### config.mk
export PLATFORM = sky130hd
export DESIGN_NAME = dcf77_time_frame_decoder_unit
export DESIGN_NICKNAME = d
export VERILOG_FILES = /design/src/design/dcf_pkg.sv /design/src/design/dcf77_time_frame_decoder_unit.sv /design/src/design/dcf_front.sv /design/src/design/dcf_fifo.sv /design/src/design/dcf_back.sv
export SDC_FILE = /design/constraint.sdc
export NUM_CORES = 1
export LEC_CHECK = 0
export BUFFER_PORTS_ARGS = -buffer_cell sky130_fd_sc_hd__clkbuf_2
export CAP_MARGIN = 15
export CORE_AREA = 2 2 156 158
export DETAILED_ROUTE_END_ITERATION = 10
export DIE_AREA = 0 0 158 160
export GPL_TIMING_DRIVEN = 0
export PLACE_DENSITY = 0.75
export SYNTH_ARGS = -nofsm -noshare
export SYNTH_HDL_FRONTEND = slang
export SYNTH_SLANG_ARGS = --single-unit
### constraint.sdc
create_clock -name clk -period 3.5 [get_ports clk]
set_input_delay 0.525 -clock clk [delete_from_list [all_inputs] [get_ports clk]]
set_output_delay 0.525 -clock clk [all_outputs]
set_load 0.05 [all_outputs]
### src/design/dcf_pkg.sv
package dcf_pkg;

  // Tick counter width of all measured lengths and window bounds
  localparam int TICK_WIDTH = 16;

  // Register file
  localparam int NUM_REGS  = 8;
  localparam int REG_IDX_W = 3;
  localparam int ADDR_W    = 5;
  localparam int APB_W     = 32;

  typedef logic [TICK_WIDTH-1:0] tick_t;

  // Register indexes
  localparam logic [REG_IDX_W-1:0] REG_SEC_MIN    = 3'd0;
  localparam logic [REG_IDX_W-1:0] REG_SEC_MAX    = 3'd1;
  localparam logic [REG_IDX_W-1:0] REG_ZERO_MIN   = 3'd2;
  localparam logic [REG_IDX_W-1:0] REG_ZERO_MAX   = 3'd3;
  localparam logic [REG_IDX_W-1:0] REG_ONE_MIN    = 3'd4;
  localparam logic [REG_IDX_W-1:0] REG_ONE_MAX    = 3'd5;
  localparam logic [REG_IDX_W-1:0] REG_MARKER_MIN = 3'd6;
  localparam logic [REG_IDX_W-1:0] REG_MARKER_MAX = 3'd7;

  // Reset values, in register order
  localparam tick_t REG_RESET [NUM_REGS] = '{
    tick_t'(16'h3800), tick_t'(16'h4000), tick_t'(16'h0300), tick_t'(16'h0680),
    tick_t'(16'h0900), tick_t'(16'h0D00), tick_t'(16'h7000), tick_t'(16'h9000)
  };

  // Window bounds as seen by the classifier
  typedef struct packed {
    tick_t sec_min;
    tick_t sec_max;
    tick_t zero_min;
    tick_t zero_max;
    tick_t one_min;
    tick_t one_max;
    tick_t marker_min;
    tick_t marker_max;
  } cfg_t;

  // Second slots of the time fields within a frame
  localparam int SEC_W = 6;
  localparam logic [SEC_W-1:0] MIN_FIRST  = 6'd21;
  localparam logic [SEC_W-1:0] MIN_END    = 6'd28;
  localparam logic [SEC_W-1:0] HOUR_FIRST = 6'd29;
  localparam logic [SEC_W-1:0] HOUR_END   = 6'd35;
  localparam logic [SEC_W-1:0] DAY_FIRST  = 6'd36;
  localparam logic [SEC_W-1:0] DAY_END    = 6'd42;
  localparam logic [SEC_W-1:0] SEC_LAST   = 6'd63;

  localparam int MINUTE_W = 7;
  localparam int HOUR_W   = 6;
  localparam int DAY_W    = 6;
  localparam int COUNT_W  = 16;
  localparam int IN_W     = 2 * TICK_WIDTH;
  localparam int OUT_W    = 40;

  // Class of one measured second
  typedef enum logic [1:0] {
    KIND_DATA,
    KIND_MARKER,
    KIND_OTHER
  } kind_t;

  // Queue entry from classifier to frame engine
  typedef struct packed {
    kind_t kind;
    logic  bit_val;
    logic  bad_pulse;
  } sec_item_t;

  // Exclusive window test
  function automatic logic in_window(tick_t v, tick_t lo, tick_t hi);
    return (v > lo) && (v < hi);
  endfunction

endpackage

### src/design/dcf77_time_frame_decoder_unit.sv
// DCF77 time frame decoder. Each input transfer is one measured second
// (period and high-pulse length in timer ticks); a result transfer comes out
// only on a minute marker and carries the decoded minute, hour and day in BCD,
// frame_ok in tuser, and the running count of rejected frames. The block takes
// one second per clock cycle, except while a marker waits on a stalled result
// side; a result passes through the front stage register, the two-entry queue
// and the output register of the frame engine, in that order.
// After reset the first frame is rejected because it starts partway through.
// Program the eight window bounds over the register port only while idle.
module dcf77_time_frame_decoder_unit (
  input  logic                        clk,
  input  logic                        rst,
  // register port
  input  logic                        psel,
  input  logic                        penable,
  input  logic                        pwrite,
  input  logic [dcf_pkg::ADDR_W-1:0]  paddr,
  input  logic [dcf_pkg::APB_W-1:0]   pwdata,
  output logic [dcf_pkg::APB_W-1:0]   prdata,
  output logic                        pready,
  // measured seconds
  input  logic                        s_tvalid,
  output logic                        s_tready,
  input  logic [dcf_pkg::IN_W-1:0]    s_tdata,   // period_len, high_len
  // decoded frames
  output logic                        m_tvalid,
  input  logic                        m_tready,
  output logic [dcf_pkg::OUT_W-1:0]   m_tdata,   // minute_bcd, hour_bcd, day_bcd,
                                                 // bad_frame_count, zero pad
  output logic                        m_tuser    // frame_ok
);

  dcf_pkg::tick_t                cfg_regs [dcf_pkg::NUM_REGS];
  logic [dcf_pkg::REG_IDX_W-1:0] reg_idx;
  dcf_pkg::cfg_t                 cfg;
  logic                          fq_valid;
  logic                          fq_ready;
  dcf_pkg::sec_item_t            fq_item;
  logic                          qb_valid;
  logic                          qb_ready;
  dcf_pkg::sec_item_t            qb_item;

  assign pready  = 1'b1;
  assign reg_idx = paddr[dcf_pkg::ADDR_W-1:2];
  assign prdata  = {{(dcf_pkg::APB_W-dcf_pkg::TICK_WIDTH){1'b0}}, cfg_regs[reg_idx]};

  // Write window registers
  always_ff @(posedge clk) begin
    if (rst) begin
      for (int i = 0; i < dcf_pkg::NUM_REGS; i++) begin
        cfg_regs[i] <= dcf_pkg::REG_RESET[i];
      end
    end else if (psel && penable && pwrite && pready) begin
      cfg_regs[reg_idx] <= pwdata[dcf_pkg::TICK_WIDTH-1:0];
    end
  end

  assign cfg.sec_min    = cfg_regs[dcf_pkg::REG_SEC_MIN];
  assign cfg.sec_max    = cfg_regs[dcf_pkg::REG_SEC_MAX];
  assign cfg.zero_min   = cfg_regs[dcf_pkg::REG_ZERO_MIN];
  assign cfg.zero_max   = cfg_regs[dcf_pkg::REG_ZERO_MAX];
  assign cfg.one_min    = cfg_regs[dcf_pkg::REG_ONE_MIN];
  assign cfg.one_max    = cfg_regs[dcf_pkg::REG_ONE_MAX];
  assign cfg.marker_min = cfg_regs[dcf_pkg::REG_MARKER_MIN];
  assign cfg.marker_max = cfg_regs[dcf_pkg::REG_MARKER_MAX];

  dcf_front u_front (
    .clk      (clk),
    .rst      (rst),
    .cfg      (cfg),
    .s_tvalid (s_tvalid),
    .s_tready (s_tready),
    .s_tdata  (s_tdata),
    .q_valid  (fq_valid),
    .q_ready  (fq_ready),
    .q_item   (fq_item)
  );

  dcf_fifo u_fifo (
    .clk      (clk),
    .rst      (rst),
    .wr_valid (fq_valid),
    .wr_ready (fq_ready),
    .wr_item  (fq_item),
    .rd_valid (qb_valid),
    .rd_ready (qb_ready),
    .rd_item  (qb_item)
  );

  dcf_back u_back (
    .clk      (clk),
    .rst      (rst),
    .q_valid  (qb_valid),
    .q_ready  (qb_ready),
    .q_item   (qb_item),
    .m_tvalid (m_tvalid),
    .m_tready (m_tready),
    .m_tdata  (m_tdata),
    .m_tuser  (m_tuser)
  );

endmodule

### src/design/dcf_front.sv
module dcf_front (
  input  logic                    clk,
  input  logic                    rst,
  input  dcf_pkg::cfg_t           cfg,
  input  logic                    s_tvalid,
  output logic                    s_tready,
  input  logic [dcf_pkg::IN_W-1:0] s_tdata,  // period_len, high_len
  output logic                    q_valid,
  input  logic                    q_ready,
  output dcf_pkg::sec_item_t      q_item
);

  dcf_pkg::tick_t     period_len;
  dcf_pkg::tick_t     high_len;
  logic               is_data;
  logic               is_marker;
  logic               is_zero;
  logic               is_one;
  dcf_pkg::sec_item_t item_next;
  logic               stage_valid;
  dcf_pkg::sec_item_t stage_item;

  assign period_len = s_tdata[dcf_pkg::TICK_WIDTH-1:0];
  assign high_len   = s_tdata[dcf_pkg::IN_W-1:dcf_pkg::TICK_WIDTH];

  // Classify period and pulse length against the windows
  always_comb begin
    is_data   = dcf_pkg::in_window(period_len, cfg.sec_min, cfg.sec_max);
    is_marker = dcf_pkg::in_window(period_len, cfg.marker_min, cfg.marker_max);
    is_zero   = dcf_pkg::in_window(high_len, cfg.zero_min, cfg.zero_max);
    is_one    = dcf_pkg::in_window(high_len, cfg.one_min, cfg.one_max);
    item_next.bit_val   = !is_zero && is_one;
    item_next.bad_pulse = !is_zero && !is_one;
    if (is_data) begin
      item_next.kind = dcf_pkg::KIND_DATA;
    end else if (is_marker) begin
      item_next.kind = dcf_pkg::KIND_MARKER;
    end else begin
      item_next.kind = dcf_pkg::KIND_OTHER;
    end
  end

  assign s_tready = !stage_valid || q_ready;

  // Hold classified second until the queue takes it
  always_ff @(posedge clk) begin
    if (rst) begin
      stage_valid <= 1'b0;
    end else if (s_tready) begin
      stage_valid <= s_tvalid;
    end
    if (s_tvalid && s_tready) begin
      stage_item <= item_next;
    end
  end

  assign q_valid = stage_valid;
  assign q_item  = stage_item;

endmodule

### src/design/dcf_fifo.sv
module dcf_fifo (
  input  logic               clk,
  input  logic               rst,
  input  logic               wr_valid,
  output logic               wr_ready,
  input  dcf_pkg::sec_item_t wr_item,
  output logic               rd_valid,
  input  logic               rd_ready,
  output dcf_pkg::sec_item_t rd_item
);

  dcf_pkg::sec_item_t entries [2];
  logic               wr_ptr;
  logic               rd_ptr;
  logic [1:0]         count;
  logic               push;
  logic               pop;

  assign wr_ready = (count != 2'd2);
  assign rd_valid = (count != 2'd0);
  assign rd_item  = entries[rd_ptr];
  assign push     = wr_valid && wr_ready;
  assign pop      = rd_valid && rd_ready;

  // Advance pointers and occupancy
  always_ff @(posedge clk) begin
    if (rst) begin
      wr_ptr <= 1'b0;
      rd_ptr <= 1'b0;
      count  <= 2'd0;
    end else begin
      if (push) begin
        wr_ptr <= !wr_ptr;
      end
      if (pop) begin
        rd_ptr <= !rd_ptr;
      end
      case ({push, pop})
        2'b10:   count <= count + 2'd1;
        2'b01:   count <= count - 2'd1;
        default: count <= count;
      endcase
    end
  end

  // Store entry
  always_ff @(posedge clk) begin
    if (push) begin
      entries[wr_ptr] <= wr_item;
    end
  end

endmodule

### src/design/dcf_back.sv
module dcf_back (
  input  logic                      clk,
  input  logic                      rst,
  input  logic                      q_valid,
  output logic                      q_ready,
  input  dcf_pkg::sec_item_t        q_item,
  output logic                      m_tvalid,
  input  logic                      m_tready,
  output logic [dcf_pkg::OUT_W-1:0] m_tdata,  // minute_bcd, hour_bcd, day_bcd,
                                              // bad_frame_count, zero pad
  output logic                      m_tuser   // frame_ok
);

  logic [dcf_pkg::SEC_W-1:0]    second_index;
  logic [dcf_pkg::MINUTE_W-1:0] minute_shift;
  logic [dcf_pkg::HOUR_W-1:0]   hour_shift;
  logic [dcf_pkg::DAY_W-1:0]    day_shift;
  logic                         frame_poisoned;
  logic [dcf_pkg::COUNT_W-1:0]  bad_frames;
  logic [dcf_pkg::COUNT_W-1:0]  bad_frames_next;
  logic                         out_free;
  logic                         take;
  logic                         shift_bit;
  logic                         frame_ok;

  assign out_free  = !m_tvalid || m_tready;
  assign q_ready   = (q_item.kind != dcf_pkg::KIND_MARKER) || out_free;
  assign take      = q_valid && q_ready;
  assign shift_bit = q_item.bit_val && !q_item.bad_pulse;
  assign frame_ok  = !frame_poisoned;
  assign bad_frames_next = bad_frames + {{(dcf_pkg::COUNT_W-1){1'b0}}, frame_poisoned};

  // Update frame state per second
  always_ff @(posedge clk) begin
    if (rst) begin
      second_index   <= '0;
      minute_shift   <= '0;
      hour_shift     <= '0;
      day_shift      <= '0;
      frame_poisoned <= 1'b1;
      bad_frames     <= '0;
    end else if (take) begin
      case (q_item.kind)
        dcf_pkg::KIND_DATA: begin
          if (q_item.bad_pulse) begin
            frame_poisoned <= 1'b1;
          end
          if (second_index >= dcf_pkg::MIN_FIRST && second_index < dcf_pkg::MIN_END) begin
            minute_shift <= {shift_bit, minute_shift[dcf_pkg::MINUTE_W-1:1]};
          end else if (second_index >= dcf_pkg::HOUR_FIRST &&
                       second_index < dcf_pkg::HOUR_END) begin
            hour_shift <= {shift_bit, hour_shift[dcf_pkg::HOUR_W-1:1]};
          end else if (second_index >= dcf_pkg::DAY_FIRST &&
                       second_index < dcf_pkg::DAY_END) begin
            day_shift <= {shift_bit, day_shift[dcf_pkg::DAY_W-1:1]};
          end
          if (second_index != dcf_pkg::SEC_LAST) begin
            second_index <= second_index + dcf_pkg::SEC_W'(1);
          end
        end
        dcf_pkg::KIND_MARKER: begin
          bad_frames     <= bad_frames_next;
          frame_poisoned <= 1'b0;
          second_index   <= '0;
          minute_shift   <= '0;
          hour_shift     <= '0;
          day_shift      <= '0;
        end
        default: begin
          frame_poisoned <= 1'b1;
        end
      endcase
    end
  end

  // Output register: load a result on the minute marker
  always_ff @(posedge clk) begin
    if (rst) begin
      m_tvalid <= 1'b0;
    end else if (out_free) begin
      m_tvalid <= take && (q_item.kind == dcf_pkg::KIND_MARKER);
    end
    if (take && q_item.kind == dcf_pkg::KIND_MARKER) begin
      m_tdata <= {5'b0, bad_frames_next,
                  frame_ok ? day_shift : {dcf_pkg::DAY_W{1'b0}},
                  frame_ok ? hour_shift : {dcf_pkg::HOUR_W{1'b0}},
                  frame_ok ? minute_shift : {dcf_pkg::MINUTE_W{1'b0}}};
      m_tuser <= frame_ok;
    end
  end

endmodule

==> results of run 1 <==
==> synth_stat cells, types with 21 or more instances <==
cell                       number  area share, %
sky130_fd_sc_hd__edfxtp_1     176             41
sky130_fd_sc_hd__inv_1        141            4.1
sky130_fd_sc_hd__ha_1         130             13
sky130_fd_sc_hd__and2_1       113            5.5
sky130_fd_sc_hd__nand2_1       66            1.9
sky130_fd_sc_hd__a22oi_1       64            3.8
sky130_fd_sc_hd__nor2_1        63            1.9
sky130_fd_sc_hd__a21oi_1       56            2.2
sky130_fd_sc_hd__dfxtp_1       49            7.7
sky130_fd_sc_hd__o21ai_0       39            1.5
sky130_fd_sc_hd__nand4_1       37            1.8
sky130_fd_sc_hd__clkbuf_1      29           0.85
sky130_fd_sc_hd__nand3_1       27            1.1
sky130_fd_sc_hd__nor2b_1       24            1.2
sky130_fd_sc_hd__buf_4         22            1.3
sky130_fd_sc_hd__or3_1         21            1.0
==> metrics by stage <==
step                      TNS (ns)  instance area, µm²  total power [mW]  setup WS, ns  util (%)
final                            0               14600              6.90        0.0873      61.3
after global routing             0               14600              7.18         0.130      61.3
after CTS                        0               14600              6.91        0.0587      61.3
after detailed placement         0               13900              4.59        0.0795      58.2
after global placement      -62.02               13800              4.54        -0.826      57.9
after floorplan                  0               12900              4.18         0.708         -
==> timing repair <==
item,4_1_cts,5_1_grt
hold buffers,0,0
buffers inserted,0,0
gates resized for setup,0,2
setup endpoints to repair,0,8
==> layout by cell type (no fill, tap or decap), types with 6 or more instances in the layout <==
cell type,synthesis,routed
sky130_fd_sc_hd__nand2b_1,12,12
sky130_fd_sc_hd__inv_1,141,141
sky130_fd_sc_hd__xnor2_1,15,15
sky130_fd_sc_hd__nand4_1,37,37
sky130_fd_sc_hd__nor2b_1,24,24
sky130_fd_sc_hd__buf_4,22,23
sky130_fd_sc_hd__clkinv_2,0,10
sky130_fd_sc_hd__clkbuf_16,0,25
sky130_fd_sc_hd__a211oi_1,11,11
sky130_fd_sc_hd__dfxtp_1,49,49
sky130_fd_sc_hd__nor4_1,8,7
sky130_fd_sc_hd__buf_2,7,7
sky130_fd_sc_hd__xor2_1,19,19
sky130_fd_sc_hd__ha_1,130,130
sky130_fd_sc_hd__o21ai_0,39,32
sky130_fd_sc_hd__a22oi_1,64,64
sky130_fd_sc_hd__and2_1,113,113
sky130_fd_sc_hd__mux2i_1,6,6
sky130_fd_sc_hd__clkbuf_2,0,108
sky130_fd_sc_hd__nand2_1,66,66
sky130_fd_sc_hd__clkbuf_1,29,32
sky130_fd_sc_hd__nor3_1,8,7
sky130_fd_sc_hd__nor2_1,63,63
sky130_fd_sc_hd__conb_1,2,22
sky130_fd_sc_hd__a21o_1,6,6
sky130_fd_sc_hd__nand3_1,27,27
sky130_fd_sc_hd__a21oi_1,56,56
sky130_fd_sc_hd__edfxtp_1,176,176
sky130_fd_sc_hd__or3_1,21,21
==> critical path, stage by stage <==
cell	delay, ns
sky130_fd_sc_hd__buf_2	0.22
sky130_fd_sc_hd__nand2_1	0.09
sky130_fd_sc_hd__nor2_1	0.48
sky130_fd_sc_hd__clkbuf_1	0.70
sky130_fd_sc_hd__a22oi_1	0.27
sky130_fd_sc_hd__nand4_1	0.27
sky130_fd_sc_hd__clkbuf_2	0.32
==> cell families after synthesis <==
kind of cell    Yosys count  share of synthesized area, %
flops                   225                          49.0
other cells               2                        0.0588
buf+inv                 203                          6.80
compound gates          207                          10.7
mux                      10                         0.930
fa+ha+maj               130                          12.7
xor+xnor                 34                          2.33
simple gates            404                          17.4
==> cell type report <==
| class | instances | area share [%] |
|---|---|---|
| clock inverter | 17 | 0.608 |
| tap | 324 | 2.78 |
| inverter | 142 | 3.65 |
| timing repair buffer | 112 | 4.03 |
| buffer | 61 | 2.30 |
| clock buffer | 28 | 4.36 |
| multi-input combinational | 807 | 39.4 |
| sequential | 225 | 42.9 |
==> registers in the layout, summed over array words and instances, names as in the netlist, named ones only <==
signal,count
cfg_regs,128
u_back.bad_frames,16
u_back.day_shift,6
u_back.frame_poisoned,1
u_back.hour_shift,6
u_back.m_tdata,35
u_back.m_tuser,1
u_back.m_tvalid,1
u_back.minute_shift,7
u_back.second_index,6
u_fifo.count,2
u_fifo.entries,8
u_fifo.rd_ptr,1
u_fifo.wr_ptr,1
u_front.q_item,4
u_front.q_valid,1
==> report_power, final <==
part           internal [mW]  switching (mW)  leakage (nW)
combinational          0.410           0.946          3.76
clock                   1.31            1.04         0.362
sequential              3.08           0.112          2.08
total                   4.80            2.10          6.20
==> metal layers <==
metal  track usage [%]  share of wire [%]
met5                 0                  0
met4              9.99                3.8
met3              3.28                7.2
met2              46.7                 51
met1              33.0                 38
==> path summary, 6_finish.rpt <==
| check | to | depth (start not counted) | slack [ns] |
|---|---|---|---|
| setup reg to reg | u_back.bad_frames[11]$_SDFFE_PP0P_ | 8 | 1.01 |
| hold / removal | u_front.q_valid$_SDFFE_PP0N_ | 3 | 0.23 |
| hold reg to reg | u_fifo.entries[1][0]$_DFFE_PP_ | 0 | 0.44 |
| setup / recovery | prdata[9] | 7 | 0.09 |
==> results.json, run 1 <==
{
  "run_status": "completed",
  "overall_routing_resource_usage_pct": 26.5,
  "start_util_pct": 53.6,
  "unrepaired_setup_endpoints_after_global_routing": "false",
  "yosysWarnings": 0,
  "worst_hold_startpoint": "s_tvalid",
  "min_period_over_period_pct": 97.5,
  "insertion_delay_ns": 0.52,
  "syn_avg_cell_area_um2": 10.5,
  "port_buffers": 108,
  "setup.worst_path.start_class": "input port",
  "largest_net_degree_at_the_start_of_global_routing": 46,
  "worstPathRequired_ns": 2.97,
  "num-nets-final": 1580,
  "grt_pass1_wl_um": 50900,
  "report.final.setup_viol": 0,
  "dr.first_iter.drc_count": 776,
  "number_of_sinks_handled_by_clock_tree_synthesis": 225,
  "fillCellCount": 2011,
  "boundaryPins": 152,
  "crit_path_max_fanout": 10,
  "post-place-cells": 1671,
  "finalCriticalPeriod_ns": 3.41,
  "wl_per_cell_um": 19.3,
  "layout-drive-gt1-share_pct": 15.1,
  "floorplan.die.width_um": 158,
  "synthDistinctLibCells": 65,
  "clock_tree.root_cell": "sky130_fd_sc_hd__clkbuf_16",
  "crit_start": "paddr[4]",
  "tightestPinTransition_ns": 1.00,
  "routed_via_density": 5.67,
  "cts_max_level": 1,
  "ant_nets": 0,
  "worst_ep_arrival_time_ns": 2.89,
  "finalHoldWorstSlack_ns": 0.233,
  "drt-pass1-iter-count": 6,
  "regArea_um2": 6270,
  "synth.yosys.seq_area_share_pct": 49.0,
  "cts.path.max_buffers": 3,
  "power_per_cell_area_nw_per_um2": 472,
  "power.static_leakage_nw": 6.20,
  "finalClockSkew_ns": 0.00955,
  "dp_hpwl_um": 25800,
  "syn-cell-area_um2": 12800,
  "wl_um": 33100,
  "clk_pin_slew_ns": 0.06,
  "slew-limit-headroom_pct": 32.5,
  "synth_cells": 1215,
  "row_count": 57,
  "antenna_found_initial": 0,
  "tritoncts_clock_tree": "yes",
  "area_of_the_core_region_um2": 23800,
  "routed-via-count": 9729,
  "max-cap-violations": 0,
  "tritoncts.num_buffers": 25,
  "design.die.area_um2": 25300,
  "timing.setup.critical_path_class": "input port to output port",
  "worst_hold_path_type": "input port to flip-flop",
  "ir_worst_vdd_mv": 0.372,
  "final_max_slew_viol_count": 0,
  "synth_enable_flop_cells": 176,
  "final_weighted_congestion_of_routability_driven_global_placement": 0.890,
  "setup.worst_path.end_class": "output port",
  "drc_errors": 0,
  "non_filler_instance_count_after_layout": 1716,
  "gr-total-overflow": 0,
  "finalHoldViolations": 0,
  "vias_in_the_first_global_route": 9552,
  "count_of_state_elements_after_synthesis": 225,
  "diodes": 0,
  "post_synthesis_async_set_or_reset_flop_share_pct": 0,
  "die_y_um": 160,
  "launch_instance_of_the_worst_register_to_register_path": "u_fifo.entries[1][3]$_DFFE_PP_",
  "multi_input_area_um2": 5750,
  "timing.fmax_ghz": 0.293,
  "syn2layout_area_growth_pct": 14.3,
  "yosys_most_used_dff": "sky130_fd_sc_hd__edfxtp_1"
}
Note: power is estimated with default switching activity, not from simulation.
==> run 2, diff against run 1 <==
--- a/config.mk
+++ b/config.mk
@@ -12,6 +12,8 @@
 export DIE_AREA = 0 0 158 160
 export GPL_TIMING_DRIVEN = 0
 export PLACE_DENSITY = 0.75
+export RECOVER_POWER = 50
+export SLEW_MARGIN = 20
 export SYNTH_ARGS = -nofsm -noshare
 export SYNTH_HDL_FRONTEND = slang
 export SYNTH_SLANG_ARGS = --single-unit
==> results.json, run 2 (synthesized netlist as in run 1, its figures left out) <==
{
  "run_status": "completed",
  "final_common_cell": "sky130_fd_sc_hd__edfxtp_1",
  "boundaryPins": 152,
  "crit-reg2reg-capture": "u_back.bad_frames[2]$_SDFFE_PP0P_",
  "largest-register": "cfg_regs",
  "drt-pass1-iter-count": 5,
  "tightestPinTransition_ns": 1.30,
  "clock_tree.root_cell": "sky130_fd_sc_hd__clkbuf_16",
  "worst_hold_path_type": "input port to flip-flop",
  "wl_um": 33300,
  "finalInstanceArea_um2": 14600,
  "die_y_um": 160,
  "dr.first_iter.drc_count": 795,
  "min_period_over_period_pct": 98.9,
  "number_of_sinks_handled_by_clock_tree_synthesis": 225,
  "placement.setup.worst_slack_ns": 0.0316,
  "design.die.area_um2": 25300,
  "globalRouteMet1Util_pct": 32.6,
  "cp_cell_sequence": "buf_2 -> nand2_1 -> nor2_1 -> clkbuf_1 -> a22oi_1 -> nand4_1 -> clkbuf_2",
  "pwr-share-seq_pct": 45.1,
  "gr-total-overflow": 0,
  "setup.worst_path.end_class": "output port",
  "area_of_the_core_region_um2": 23800,
  "final_cell_mix": "sky130_fd_sc_hd__edfxtp_1, sky130_fd_sc_hd__inv_1, sky130_fd_sc_hd__ha_1",
  "vias_in_the_first_global_route": 9564,
  "finalHoldWorstSlack_ns": 0.236,
  "ir_worst_vdd_mv": 0.509,
  "clk_pin_slew_ns": 0.06,
  "crit_start": "paddr[4]",
  "slew-limit-headroom_pct": 13.2,
  "final_max_slew_viol_count": 0,
  "busiest_layer_in_global_routing": "met2",
  "tritoncts.num_buffers": 24,
  "bufs_and_invs_on_worst_path": 3,
  "crit_path_max_fanout": 10,
  "worst_path_max_delay_cell": "sky130_fd_sc_hd__nor2_1",
  "timing.fmax_ghz": 0.289,
  "cts.path.max_buffers": 3,
  "finalCriticalPeriod_ns": 3.46,
  "power_switching_share_pct": 29.7,
  "final.setup.tns_ns": 0,
  "power.static_leakage_nw": 6.09,
  "diodes": 0,
  "fillCellCount": 2050,
  "worst-path-stages": 7,
  "final_weighted_congestion_of_routability_driven_global_placement": 0.890,
  "p_switching_mw": 2.10,
  "post-place-cells": 1675,
  "worstPathRequired_ns": 2.97,
  "syn2layout_area_growth_pct": 14.3,
  "slowest_cell_delay_on_critical_path_ns": 0.69,
  "unrepaired_setup_endpoints_after_global_routing": "false",
  "r2r_slack_ns": 0.54,
  "cts_max_level": 1,
  "timing.setup.critical_path_class": "input port to output port",
  "drc_errors": 0,
  "cp_top_family": "buffers and inverters",
  "tritoncts_clock_tree": "yes",
  "finalHoldViolations": 0,
  "antenna_found_initial": 0,
  "layout-drive-gt1-share_pct": 11.5,
  "worst_ep_arrival_time_ns": 2.94,
  "max-cap-violations": 0,
  "power_per_cell_area_nw_per_um2": 484,
  "globalRouteMet3Util_pct": 3.91,
  "met2_demand_to_capacity_share_in_global_routing_pct": 46.2,
  "largest_registers_ranked_by_flip_flop_count": "cfg_regs x128, u_back.m_tdata x35, u_back.bad_frames x16",
  "start_util_pct": 53.6,
  "wl_per_cell_um": 19.4,
  "largest_register_ff_count": 128,
  "ant_nets": 0,
  "floorplan.die.width_um": 158,
  "report.final.setup_viol": 0,
  "insertion_delay_ns": 0.52,
  "row_count": 57,
  "port_buffers": 108,
  "largest_net_degree_at_the_start_of_global_routing": 46,
  "clock_power_share_pct": 36.1,
  "routed-via-count": 9716,
  "finalClockSkew_ns": 0.00762,
  "overall_routing_resource_usage_pct": 26.5,
  "setup.worst_path.start_class": "input port",
  "setup_slack_ns": 0.0378,
  "routed_via_density": 5.65,
  "power.combinational.fraction_pct": 18.8,
  "dp_hpwl_um": 25900,
  "grt_pass1_wl_um": 50800,
  "post_cts_hold_fix_bufs": 0,
  "p_int_mw": 4.97,
  "cp-endpoint": "prdata[9]",
  "worst_r2r_path_cells": 9,
  "placedInstanceArea_um2": 13900,
  "non_filler_instance_count_after_layout": 1719,
  "num-nets-final": 1583
}
==> run 2: cell types whose count changed in the layout (fill, tap and decap cells not counted), moves of 4 or more <==
cell                       change
sky130_fd_sc_hd__clkbuf_2     -39
sky130_fd_sc_hd__and2_1       -34
sky130_fd_sc_hd__clkbuf_1     +44
sky130_fd_sc_hd__and2_0       +34
sky130_fd_sc_hd__clkinv_2      -4
==> run 2: what timing repair did <==
| action | 4_1_cts | 5_1_grt |
|---|---|---|
| buffers inserted | 0 | 0 |
| gates resized for setup | 0 | 1 |
| endpoints found under the setup margin | 0 | 1 |
==> run 2: worst min-delay path by stage <==
stage | from | to | cells after the start
finish | s_tvalid | u_front.q_valid$_SDFFE_PP0N_ | 3
floorplan | u_front.q_item[0]$_DFFE_PP_ | u_fifo.entries[0][0]$_DFFE_PP_ | 0
detailed placement | u_front.q_item[3]$_SDFFCE_PP0P_ | u_fifo.entries[1][3]$_DFFE_PP_ | 0
CTS | s_tvalid | u_front.q_valid$_SDFFE_PP0N_ | 3
global route | s_tvalid | u_front.q_valid$_SDFFE_PP0N_ | 3
global placement | u_front.q_item[0]$_DFFE_PP_ | u_fifo.entries[0][0]$_DFFE_PP_ | 0
==> run 2: power by group through the flow <==
stage | Sequential (mW) | Combinational, mW | Clock (mW)
final | 3.19 | 1.33 | 2.55
after global routing | 3.21 | 1.45 | 2.66
after CTS | 3.19 | 1.36 | 2.55
after detailed placement | 3.25 | 1.35 | 0
after global placement | 3.24 | 1.30 | 0
after floorplan | 3.38 | 0.799 | 0
==> run 2: per-layer routing <==
metal  up-vias  part of all wire (%)
li1       4598                     -
met1      4611                    39
met2       401                    50
met3       106                   7.0
met4         0                   4.6
met5         -                     0
==> run 2: area by class of cell <==
cell class / count / area [µm²] / area share, %
well taps: 324 / 405 / 2.78
multi-input cells: 807 / 5710 / 39.1
clock buffers: 31 / 678 / 4.64
inverters: 142 / 533 / 3.65
repair buffers: 116 / 578 / 3.96
flip-flops and latches: 225 / 6270 / 42.9
plain buffers: 61 / 318 / 2.18
clock inverters: 13 / 114 / 0.780
==> run 2: tightest hold or removal path: stages <==
cell	delay, ns
sky130_fd_sc_hd__clkbuf_2	0.09
sky130_fd_sc_hd__inv_1	0.04
sky130_fd_sc_hd__a21oi_1	0.05
==> run 2: through the flow <==
step                util (%)  total power, mW
floorplan                  -             4.18
global placement        57.9             4.54
detailed placement      58.4             4.60
CTS                     61.8             7.10
global route            61.3             7.33
finish                  61.3             7.07
==> run 3, diff against run 2 <==
--- a/config.mk
+++ b/config.mk
@@ -10,6 +10,7 @@
 export CORE_AREA = 2 2 156 158
 export DETAILED_ROUTE_END_ITERATION = 10
 export DIE_AREA = 0 0 158 160
+export GPL_ROUTABILITY_DRIVEN = 0
 export GPL_TIMING_DRIVEN = 0
 export PLACE_DENSITY = 0.75
 export RECOVER_POWER = 50
==> constraint.sdc (replaced) <==
create_clock -name clk -period 4.1 [get_ports clk]
set_input_delay 0.615 -clock clk [delete_from_list [all_inputs] [get_ports clk]]
set_output_delay 0.615 -clock clk [all_outputs]
set_load 0.05 [all_outputs]
==> results.json, run 3 (synthesized netlist as in run 1, its figures left out) <==
{
  "largest-register": "cfg_regs",
  "design.die.area_um2": 25300,
  "clock_power_share_pct": 36.1,
  "ant_nets": 0,
  "insertion_delay_ns": 0.52,
  "p_switching_mw": 1.78,
  "port_buffers": 108,
  "gr-total-overflow": 0,
  "largest_registers_ranked_by_flip_flop_count": "cfg_regs x128, u_back.m_tdata x35, u_back.bad_frames x16",
  "final_core_utilization_pct": 61.2,
  "unrepaired_setup_endpoints_after_global_routing": "false",
  "setup.worst_path.end_class": "output port",
  "setup.worst_path.start_class": "input port",
  "syn2layout_area_growth_pct": 14.2,
  "dp_hpwl_um": 25900,
  "cts_resized": 0,
  "power.combinational.fraction_pct": 18.8,
  "post_cts_setup_bufs": 0,
  "tightestPinTransition_ns": 1.29,
  "final_max_slew_viol_count": 0,
  "antenna_found_initial": 0,
  "clock_tree.root_cell": "sky130_fd_sc_hd__clkbuf_16",
  "drt-pass1-iter-count": 6,
  "finalHoldViolations": 0,
  "crit_start": "paddr[2]",
  "drc_errors": 0,
  "worst_hold_startpoint": "s_tvalid",
  "worst_path_max_delay_cell": "sky130_fd_sc_hd__nor3b_2",
  "largest_register_ff_count": 128,
  "diodes": 0,
  "row_count": 57,
  "routed_via_density": 5.66,
  "timing.setup.critical_path_class": "input port to output port",
  "slew-limit-headroom_pct": 13.7,
  "finalCriticalPeriod_ns": 3.87,
  "power_per_cell_area_nw_per_um2": 413,
  "clk_pin_slew_ns": 0.06,
  "tritoncts_clock_tree": "yes",
  "floorplan.die.width_um": 158,
  "num-nets-final": 1583,
  "area_of_the_core_region_um2": 23800,
  "die_y_um": 160,
  "boundaryPins": 152,
  "vias_in_the_first_global_route": 9564,
  "cts_max_level": 1,
  "ir_worst_vdd_mv": 0.435,
  "finalClockSkew_ns": 0.0105,
  "number_of_sinks_handled_by_clock_tree_synthesis": 225,
  "wl_per_cell_um": 19.4,
  "power_switching_share_pct": 29.6,
  "worstPathRequired_ns": 3.48,
  "cts.path.max_buffers": 3,
  "finalHoldWorstSlack_ns": 0.332,
  "pwr-share-seq_pct": 45.2,
  "min_period_over_period_pct": 94.4,
  "crit_path_top_cell_by_count": "sky130_fd_sc_hd__clkbuf_1",
  "cp_cell_sequence": "clkbuf_1 -> nor3b_2 -> clkbuf_1 -> a22oi_1 -> nand4_1 -> clkbuf_2",
  "run_status": "completed",
  "timing.fmax_ghz": 0.258,
  "worst_hold_path_type": "input port to flip-flop",
  "power.static_leakage_nw": 6.08,
  "worst_ep_arrival_time_ns": 3.26,
  "wl_um": 33300,
  "p_int_mw": 4.24,
  "start_util_pct": 53.6,
  "tritoncts.num_buffers": 24,
  "crit_path_max_fanout": 10,
  "layout-drive-gt1-share_pct": 11.3,
  "dr.first_iter.drc_count": 845,
  "report.final.setup_viol": 0,
  "max-cap-violations": 0,
  "final_cell_mix": "sky130_fd_sc_hd__edfxtp_1, sky130_fd_sc_hd__inv_1, sky130_fd_sc_hd__ha_1",
  "post_cts_hold_fix_bufs": 0,
  "final_common_cell": "sky130_fd_sc_hd__edfxtp_1",
  "largest_net_degree_at_the_start_of_global_routing": 46,
  "routed-via-count": 9738,
  "overall_routing_resource_usage_pct": 26.5,
  "slowest_cell_delay_on_critical_path_ns": 0.77,
  "grt_pass1_wl_um": 50800
}
==> run 3: critical path: cells and delay by family <==
kind            cells  cell delay, ns
buf+inv             3            1.30
simple gates        2            1.03
compound gates      1            0.29
==> run 3: per-stage QoR <==
| step | cells | power, mW | cell area, µm² | TNS (ns) | worst slack [ns] |
|---|---|---|---|---|---|
| 2_1_floorplan | 1235 | 3.57 | 12900 | 0 | 1.22 |
| 3_3_place_gp | 1667 | 3.88 | 13800 | -8.95 | -0.316 |
| 3_5_place_dp | 1675 | 3.92 | 13900 | 0 | 0.452 |
| 4_1_cts | 1719 | 6.06 | 14700 | 0 | 0.449 |
| 5_1_grt | 1719 | 6.25 | 14600 | 0 | 0.218 |
| 6_report | 1719 | 6.03 | 14600 | 0 | 0.229 |
==> run 3: worst paths after layout <==
kind	to	slack (ns)	cells past startpoint
worst min-delay path	u_front.q_valid$_SDFFE_PP0N_	0.33	3
worst max register to register	u_back.bad_frames[2]$_SDFFE_PP0P_	1.15	9
worst min register to register	u_fifo.entries[1][3]$_DFFE_PP_	0.45	0
worst max-delay path	prdata[8]	0.23	6
==> run 3: cell type report <==
cell class                      instances  area, µm²
Buffer                                 61        317
Multi-Input combinational cell        807       5700
Inverter                              142        533
Fill cell                            2054       9230
Timing Repair Buffer                  116        578
Clock inverter                         13        114
Clock buffer                           31        678
Tap cell                              324        405
Sequential cell                       225       6270
==> run 3: metal layers <==
layer / global-route usage [%] / vias to the layer above / wire [µm] / part of all wire, %
li1: - / 4601 / - / -
met1: 32.6 / 4625 / 12700 / 38
met2: 46.2 / 407 / 16500 / 50
met3: 3.91 / 105 / 2490 / 7.5
met4: 11.1 / 0 / 1530 / 4.6
met5: 0 / - / 0 / 0
==> run 3: power groups by stage <==
stage | Clock, mW | Sequential (mW) | Combinational, mW
final | 2.17 | 2.72 | 1.13
after floorplan | 0 | 2.88 | 0.682
after CTS | 2.18 | 2.72 | 1.16
after global placement | 0 | 2.77 | 1.11
after global routing | 2.27 | 2.74 | 1.24
after detailed placement | 0 | 2.77 | 1.15
